File: src/rtl/core/kr_pkg.sv
// shared types and constants for the key reconciliation chain
`default_nettype none

package kr_pkg;

  localparam int unsigned LANES = 4;
  localparam int unsigned NCELL = 9;
  localparam int unsigned CW    = 19;
  localparam int unsigned VW    = 18;
  localparam int unsigned KW    = 2;
  localparam int unsigned BW    = LANES * KW;

  localparam logic [CW-1:0] MOD_Q     = CW'(260609);
  localparam logic [CW-1:0] TWO_Q     = CW'(521218);
  localparam logic [CW-1:0] TWO_Q_M1  = CW'(521217);

  localparam logic [CW-1:0] CUTOFF [NCELL] = '{
    CW'(0), CW'(65153), CW'(130305), CW'(195457), CW'(260609),
    CW'(325762), CW'(390914), CW'(456066), CW'(521218)
  };

  localparam logic [KW-1:0] KEY_MASK = 2'b11;

  typedef struct packed {
    logic [CW-1:0] w;
    logic [CW-1:0] d;
    logic [CW-1:0] v;
    logic          par;
    logic          hint;
  } lane_t;

endpackage

`default_nettype wire

File: src/rtl/core/kr_cell.sv
// one cutoff cell: compares each lane against its cutoff and keeps the nearest so far
`default_nettype none

module kr_cell import kr_pkg::*; (
  input  logic                clk_i,
  input  logic                rst_ni,
  input  logic                en_i,
  input  logic [CW-1:0]       cut_i,
  input  logic                valid_i,
  input  lane_t [LANES-1:0]   lane_i,
  output logic                valid_o,
  output lane_t [LANES-1:0]   lane_o
);

  lane_t [LANES-1:0] lane_d;
  lane_t [LANES-1:0] lane_q;
  logic              valid_q;

  always_comb begin
    logic          le;
    logic          eq;
    logic [CW-1:0] d_c;
    logic [CW-1:0] v_c;
    le  = 1'b0;
    eq  = 1'b0;
    d_c = '0;
    v_c = '0;
    for (int l = 0; l < LANES; l++) begin
      lane_d[l] = lane_i[l];
      le = (cut_i <= lane_i[l].w);
      eq = (cut_i == lane_i[l].w);
      if (le) begin
        d_c = eq ? '0
                 : CW'({1'b0, lane_i[l].w} - {1'b0, cut_i} + (CW+1)'(1));
        // a candidate of minus one wraps to the top of the range
        v_c = (cut_i == '0) ? TWO_Q_M1 : cut_i - CW'(1);
      end else begin
        d_c = cut_i - lane_i[l].w;
        v_c = cut_i;
      end
      if (d_c < lane_i[l].d) begin
        lane_d[l].d = d_c;
        lane_d[l].v = v_c;
      end
      lane_d[l].par = lane_i[l].par ^ le;
    end
  end

  always_ff @(posedge clk_i or negedge rst_ni) begin
    if (!rst_ni) begin
      valid_q <= 1'b0;
    end else if (en_i) begin
      valid_q <= valid_i;
    end
  end

  always_ff @(posedge clk_i) begin
    if (en_i) begin
      lane_q <= lane_d;
    end
  end

  assign valid_o = valid_q;
  assign lane_o  = lane_q;

endmodule

`default_nettype wire

File: src/rtl/core/kr_out.sv
// output stage: picks kept or moved value, reduces, rounds and packs the key word
`default_nettype none

module kr_out import kr_pkg::*; (
  input  logic              clk_i,
  input  logic              rst_ni,
  input  logic              en_i,
  input  logic              valid_i,
  input  lane_t [LANES-1:0] lane_i,
  output logic              valid_o,
  output logic [BW-1:0]     key_o
);

  logic [BW-1:0] key_d;
  logic [BW-1:0] key_q;
  logic          valid_q;

  always_comb begin
    logic [CW-1:0] x;
    logic [2:0]    k;
    x     = '0;
    k     = '0;
    key_d = '0;
    for (int l = 0; l < LANES; l++) begin
      // par holds the parity of the number of cutoffs at or below w, cutoff zero included
      x = (~lane_i[l].par == lane_i[l].hint) ? lane_i[l].w : lane_i[l].v;
      if (x >= TWO_Q) begin
        x = x - TWO_Q;
      end
      k = 3'(x >= CUTOFF[1]) + 3'(x >= CUTOFF[3])
        + 3'(x >= CUTOFF[5]) + 3'(x >= CUTOFF[7]);
      key_d[KW*(LANES-1-l) +: KW] = k[KW-1:0] & KEY_MASK;
    end
  end

  always_ff @(posedge clk_i or negedge rst_ni) begin
    if (!rst_ni) begin
      valid_q <= 1'b0;
    end else if (en_i) begin
      valid_q <= valid_i;
    end
  end

  always_ff @(posedge clk_i) begin
    if (en_i) begin
      key_q <= key_d;
    end
  end

  assign valid_o = valid_q;
  assign key_o   = key_q;

endmodule

`default_nettype wire

File: src/rtl/core/kem_key_reconciliation.sv
// top level of the key reconciliation block
`default_nettype none

// Takes one word of four coefficients with their hint bits per clock unless the
// output stalls, and returns one key byte per word, in order, after the word has
// passed the nine cell registers and the output register. Each coefficient is
// doubled and walks a chain of nine cells, one per cutoff point, each keeping the
// nearest cutoff seen so far; a final stage picks kept or moved value, reduces it
// and rounds it to two bits. The whole chain advances together, so a stall on the
// output holds every stage and the input stall follows it in the same cycle.

module kem_key_reconciliation import kr_pkg::*; (
  input  logic          clk_i,
  input  logic          rst_ni,
  input  logic          in_valid_i,
  output logic          in_stall_o,
  input  logic [VW-1:0] coef_0_i,
  input  logic [VW-1:0] coef_1_i,
  input  logic [VW-1:0] coef_2_i,
  input  logic [VW-1:0] coef_3_i,
  input  logic          hint_0_i,
  input  logic          hint_1_i,
  input  logic          hint_2_i,
  input  logic          hint_3_i,
  output logic          out_valid_o,
  input  logic          out_stall_i,
  output logic [BW-1:0] key_byte_o
);

  lane_t [LANES-1:0] chain [NCELL+1];
  logic [NCELL:0]    vld;
  logic [VW-1:0]     coef [LANES];
  logic [LANES-1:0]  hint;
  logic              en;

  assign en         = !(out_valid_o && out_stall_i);
  assign in_stall_o = !en;

  assign coef[0] = coef_0_i;
  assign coef[1] = coef_1_i;
  assign coef[2] = coef_2_i;
  assign coef[3] = coef_3_i;
  assign hint    = {hint_3_i, hint_2_i, hint_1_i, hint_0_i};

  always_comb begin
    for (int l = 0; l < LANES; l++) begin
      chain[0][l].w    = {coef[l], 1'b0};
      chain[0][l].d    = MOD_Q;
      chain[0][l].v    = '0;
      chain[0][l].par  = 1'b0;
      chain[0][l].hint = hint[l];
    end
  end

  assign vld[0] = in_valid_i;

  for (genvar g = 0; g < NCELL; g++) begin : g_cell
    kr_cell u_cell (
      .clk_i   (clk_i),
      .rst_ni  (rst_ni),
      .en_i    (en),
      .cut_i   (CUTOFF[g]),
      .valid_i (vld[g]),
      .lane_i  (chain[g]),
      .valid_o (vld[g+1]),
      .lane_o  (chain[g+1])
    );
  end

  kr_out u_out (
    .clk_i   (clk_i),
    .rst_ni  (rst_ni),
    .en_i    (en),
    .valid_i (vld[NCELL]),
    .lane_i  (chain[NCELL]),
    .valid_o (out_valid_o),
    .key_o   (key_byte_o)
  );

  a_stall_only_from_out: assert property (@(posedge clk_i) disable iff (!rst_ni)
    in_stall_o |-> (out_valid_o && out_stall_i))
    else $error("input stalled without a held output word");

  a_last_cell_reaches_out: assert property (@(posedge clk_i) disable iff (!rst_ni)
    (!in_stall_o && vld[NCELL]) |=> out_valid_o)
    else $error("word from last cell lost");

  a_out_drains: assert property (@(posedge clk_i) disable iff (!rst_ni)
    (out_valid_o && !out_stall_i && !vld[NCELL]) |=> !out_valid_o)
    else $error("output word repeated");

endmodule

`default_nettype wire

File: config.mk
export PLATFORM = sky130hd
export DESIGN_NAME = kem_key_reconciliation
export DESIGN_NICKNAME = d
export VERILOG_FILES = /design/src/rtl/core/kr_pkg.sv /design/src/rtl/core/kr_cell.sv /design/src/rtl/core/kr_out.sv /design/src/rtl/core/kem_key_reconciliation.sv
export SDC_FILE = /design/constraint.sdc
export NUM_CORES = 2
export LEC_CHECK = 0
export ABC_CLOCK_PERIOD_IN_PS = 50400
export BUFFER_PORTS_ARGS = -buffer_cell sky130_fd_sc_hd__buf_2
export CAP_MARGIN = 20
export CORE_MARGIN = 2
export CORE_UTILIZATION = 45
export DETAILED_ROUTE_END_ITERATION = 16
export SLEW_MARGIN = 20
export SYNTH_ARGS = -nofsm -noshare
export SYNTH_HDL_FRONTEND = slang
export SYNTH_SLANG_ARGS = --single-unit
File: constraint.sdc
create_clock -name clk_i -period 50.4 [get_ports clk_i]
set_clock_uncertainty 0.1 [all_clocks]
set_input_delay 2.52 -clock clk_i [delete_from_list [all_inputs] [get_ports clk_i]]
set_output_delay 2.52 -clock clk_i [all_outputs]
set_load 0.05 [all_outputs]
# Word level (Yosys, flattened, before mapping)

Index checks and enable logic that the tools add are counted.

Register bits: 2030
Output and inout bits: 10

Order comparisons: 92
Equal/unequal tests: 20
Add/subtract/negate cells: 120
Bitwise logic cells: 36
Reductions and logical operators: 5
Muxes and demuxes: 132

Operator list:

| cell                                                                     | count |
|---|---|
| 19-bit two-way mux                                                       | 72 |
| 38-bit two-way mux                                                       | 28 |
| 19-bit by 1-bit adder with 19-bit output (second input constant)         | 36 |
| 19-bit < comparator                                                      | 32 |
| 19-bit subtractor (second input constant)                                | 20 |
| 19-bit <= comparator (first input constant)                              | 16 |
| 19-bit subtractor (first input constant)                                 | 16 |
| 18-bit == test (first input constant)                                    | 16 |
| 19-bit >= comparator (second input constant)                             | 12 |
| 18-bit by 19-bit <= comparator with 1-bit output (first input constant)  | 8 |
| 18-bit by 19-bit subtractor with 19-bit output (first input constant)    | 8 |
| 19-bit by 18-bit subtractor with 19-bit output (second input constant)   | 8 |
| 19-bit by 16-bit >= comparator with 1-bit output (second input constant) | 4 |
| 19-bit by 18-bit >= comparator with 1-bit output (second input constant) | 4 |
| 1-bit by 19-bit <= comparator with 1-bit output (first input constant)   | 4 |
| 16-bit by 19-bit <= comparator with 1-bit output (first input constant)  | 4 |
| 17-bit by 19-bit <= comparator with 1-bit output (first input constant)  | 4 |
| 19-bit zero test                                                         | 4 |
| 19-bit by 18-bit < comparator with 1-bit output (second input constant)  | 4 |
| 1-bit by 19-bit subtractor with 19-bit output (first input constant)     | 4 |
| 16-bit by 19-bit subtractor with 19-bit output (first input constant)    | 4 |
| 17-bit by 19-bit subtractor with 19-bit output (first input constant)    | 4 |
| 19-bit by 16-bit subtractor with 19-bit output (second input constant)   | 4 |
| 19-bit by 17-bit subtractor with 19-bit output (second input constant)   | 4 |
| 8 further kinds                                                          | 85 |

# Depth between registers and ports, before layout

Depth after elaboration: 9
Depth in mapped cells: 23
Mapped depth without buffers: 21

# Hierarchy

Synthesis repeated with hierarchy kept, for this count alone.

Cell total of the unflattened synthesis: 20353
Area, all modules: 192806.2 um2

By module, submodules not included:

| module                         | cells an instance | seq. area each (um2) | area each (um2) | times used |
|---|---|---|---|---|
| kr_cell (g_cell[3].u_cell ...) | 2154              | 7111.8               | 20709.9         | 3 |
| kr_cell (g_cell[8].u_cell)     | 2258              | 7111.8               | 21395.5         | 1 |
| kr_cell (g_cell[7].u_cell)     | 2233              | 7111.8               | 21231.6         | 1 |
| kr_cell (g_cell[6].u_cell)     | 2199              | 7111.8               | 21025.2         | 1 |
| kr_cell (g_cell[2].u_cell)     | 2222              | 7111.8               | 21007.6         | 1 |
| kr_cell (g_cell[0].u_cell)     | 2193              | 7111.8               | 20925.1         | 1 |
| kr_cell (g_cell[1].u_cell)     | 2194              | 7111.8               | 20882.5         | 1 |
| kr_out                         | 588               | 265.3                | 4191.5          | 1 |
| kem_key_reconciliation         | 4                 | 0.0                  | 17.5            | 1 |

# Worst setup path before layout

OpenSTA, ideal clock, no wires.

Kind: input port to output port
From: input out_stall_i
To: output in_stall_o
Data arrival time: 60635 ps
Required time: 47780 ps
Path buffers: 1
Stages on the path: 3
Slack: -12855 ps
Cell sequence: nand2_1 -> clkbuf_1 -> inv_1

Word-level cells in the longest chain between the ends: 1

RTL lines:

| element           | line                         | RTL |
|---|---|---|
| from (decl)       | kem_key_reconciliation.sv:26 | `input logic out_stall_i,` |
| 1-bit logical AND | kem_key_reconciliation.sv:36 | `assign en = !(out_valid_o && out_stall_i);` |
| to (decl)         | kem_key_reconciliation.sv:16 | `output logic in_stall_o,` |

No other way between the ends.

# Final worst setup path

From: input out_stall_i
To: register g_cell[8].u_cell.lane_q, in the netlist g_cell[8].u_cell.lane_o[110], enable pin

Word-level cells in the longest chain between the ends: 1

RTL lines:

| element              | line                         | RTL |
|---|---|---|
| 1-bit logical AND    | kem_key_reconciliation.sv:36 |  |
| to (signal assigned) | kr_cell.sv:59                | `lane_q <= lane_d;` |
| to (decl)            | kr_cell.sv:16                | `lane_t [LANES-1:0] lane_q;` |

No other way between the ends.
A chain may end at the register's enable or synchronous reset.

==> impl_metrics.yaml <==
die:
  die_area_um2: 220000
  ios: 90
  initial_core_util: 0.453
  core_area_um2: 215000
  die_w_um: 469
  fp.dieH_um: 469
  num_rows: 170
clocking:
  cts-buffers-inserted: 178
  ctsHoldBuffers: 0
  post_cts_buffers: 0
  post_cts_resize_count: 0
  clockRootBuffer: "clkbuf_16"
  cts_sinks: 1646
  path_clk_slew_ns: 0.06
  clk-insertion-delay-late_ns: 0.82
  cts_tree: "built"
  cts_max_level: 4
  cts_buffer_depth: 3
place:
  portBuffers: 89
  dpl.hpwl_um: 152000
  dpl_worst_slack_ns: 41.77
  place_congestion: 0.883
synthesis:
  synth-seq-cells: 1646
  ys_types: 108
  synthAdderAreaFrac: 0.0898
  synth_xor_area_frac: 0.0306
  synth_top_area_frac: 0.505
  synth_warnings: 0
  synth_area_per_cell_um2: 11.1
  syn_inst: 8753
  synth_ff_type: "edfxtp_1"
  synth_compound_area_frac: 0.132
  synthSimpleGateAreaFrac: 0.127
  synth_top_family_by_area: "compound AO/OA/AOI/OAI gates"
  synthArstFlopShare: 0.00608
  ys_top_cells_by_area: "edfxtp_1 (50%), ha_1 (8.9%), mux2_2 (6.1%)"
  synth_edf_count: 1636
  netlist_area_um2: 97300
  synthTopCellsByCount: "edfxtp_1 (1636), inv_1 (763), ha_1 (692)"
  yosysTopAreaCell: "edfxtp_1"
  ys_seq_area_frac: 0.507
  yosysMostFrequentCell: "edfxtp_1"
  synth_mux_area_frac: 0.0719
final_layout:
  seq_area_um2: 49400
  area_delta_synth_final_pct: 9.88
  nets: 9613
  final_util: 0.498
  multi_input_area_um2: 44100
  drive_gt1_frac: 0.137
  n_fill_cell: 19000
timing:
  whs_ns: 0.312
  drv_slew: 0
  period_minus_slack_ns: 7.77
  tightest_slew_ns: 1.13
  min_period_over_period: 0.154
  worst_slack_ns: 42.63
  setup_tns_ns: 0
  slew_headroom: 0.247
  setup_viol: 0
  fmax_mhz: 129
  rsz0062_at_grt: "false"
  final-hold-violation-count: 0
power_and_ir_drop:
  internal_power_uw: 4880
  p_leak_uw: 0.0419
  p_sw_uw: 3180
  cellPowerDensity_nw_per_um2: 75.4
  combPwrFrac: 0.474
  seq_power_share: 0.364
  p_clk_frac: 0.161
  ir_worst_vdd_uv: 43.1
  total_power_uw: 8060
  p_sw_frac: 0.395
critical_path:
  start_kind: "input port"
  cp_data_required_time_ns: 50.72
  cp_max_fo: 191
  cpPeakStageDelay_ns: 0.87
  end_kind: "register"
  worst-path-buf-inv: 7
  cp_top_family: "buffers and inverters"
  criticalPathCategory: "input port to register"
  path_cells: "buf_2, nand2_4, buf_4, buf_4, buf_4, buf_4, buf_12, buf_4"
  cp_common_cell: "buf_4"
  cp_slowest_cell: "buf_4"
  worstPathArrival_ns: 8.10
global_route:
  grt_max_degree: 200
  overflow: 0
  first_global_vias: 63700
  track_usage: 0.187
  antenna_found_initial: 1
  grt_pass1_wl_um: 340000
drt:
  wl_per_cell_um: 17.4
  drtIter0Drc: 5835
  drc_errors: 0
  wl_um: 206000
  vias_per_cell: 5.56
  via_count: 65800
  drt-pass1-iter-count: 7
  drtAntennaViolNets: 0
flow_run:
  drv_cap: 0
run_status:
  outcome: "finished, final reports clean"
hold_path:
  hp-class: "register to register"
[layout make-up]
type,instances,area share
diodes,2,0.0000468
clock buffers,204,0.0434
clock inverters,127,0.0119
inverters,763,0.0268
multi-input cells,6066,0.412
flip-flops and latches,1646,0.462
well taps,2838,0.0332
repair buffers,182,0.0110
[power groups by stage]
stage	Sequential [µW]	Combinational (µW)	Clock (µW)
6_report	2940	3820	1300
3_3_place_gp	2940	3690	0
3_5_place_dp	2960	3780	0
5_1_grt	3030	4310	1390
4_1_cts	2930	3820	1340
2_1_floorplan	3060	2970	0
[logic make-up after synthesis]
logic type               Yosys count
buffers and inverters           1047
XOR/XNOR                         338
multiplexers                     615
flip-flops                      1646
other                              2
AND/OR/NAND/NOR                 2425
AO/OA/AOI/OAI                   1984
adder cells (fa/ha/maj)          696
[per-layer routing]
layer | vias up | part of all wire | wire, µm | track usage
met5 | - | 0 | 0 | 0
met4 | 0 | 0.024 | 4990 | 0.0525
met3 | 345 | 0.039 | 7980 | 0.0217
met2 | 1539 | 0.43 | 88700 | 0.280
met1 | 31100 | 0.51 | 104000 | 0.285
li1 | 32800 | - | - | -
[state kept, by name (all words and copies together), names as in the netlist]
signal,flops
g_cell.u_cell.lane_o,1628
u_out.key_o,8
u_out.valid_o,1
g_cell.u_cell.valid_o,9
[worst paths after layout]
kind	from	to	slack, ns	cells after the start
worst min register to register	g_cell[4].u_cell.lane_o[0]	g_cell[5].u_cell.lane_o[0]	0.31	0
max in group asynchronous	rst_ni	g_cell[4].u_cell.valid_o	48.55	1
min in group asynchronous	rst_ni	g_cell[0].u_cell.valid_o	1.46	1
worst max register to register	u_out.valid_o	g_cell[8].u_cell.lane_o[110]	44.02	7
worst min-delay path	g_cell[4].u_cell.lane_o[0]	g_cell[5].u_cell.lane_o[0]	0.31	0
worst max-delay path	out_stall_i	g_cell[8].u_cell.lane_o[110]	42.63	8
[through the flow]
stage,instance area [µm²],instances
2_1_floorplan,97400,8759
5_1_grt,107000,11800
3_3_place_gp,101000,11500
6_report,107000,11800
4_1_cts,107000,11800
3_5_place_dp,101000,11500
[layout by cell type (no fill, tap or decap), types with 39 or more instances in the layout]
| master | count |
|---|---|
| xnor2_1 | 218 |
| a221oi_1 | 39 |
| o31ai_1 | 69 |
| nor3_1 | 174 |
| edfxtp_1 | 1636 |
| or2_2 | 132 |
| o21a_1 | 43 |
| or3_1 | 47 |
| a21oi_1 | 553 |
| buf_2 | 89 |
| and2_1 | 117 |
| nand3_1 | 175 |
| a31oi_1 | 120 |
| nor2b_1 | 119 |
| nor2_1 | 544 |
| buf_4 | 90 |
| nor4_1 | 55 |
| o211ai_1 | 89 |
| a211oi_1 | 84 |
| clkbuf_16 | 182 |
| mux2_2 | 528 |
| nand2b_1 | 126 |
| nand4_1 | 146 |
| nand2_1 | 555 |
| mux2i_1 | 71 |
| and3_1 | 72 |
| inv_1 | 763 |
| o221ai_1 | 43 |
| o21ai_0 | 420 |
| xor2_1 | 118 |
| ha_1 | 692 |
| a21o_1 | 184 |
Note: power is estimated with default switching activity, not from simulation.
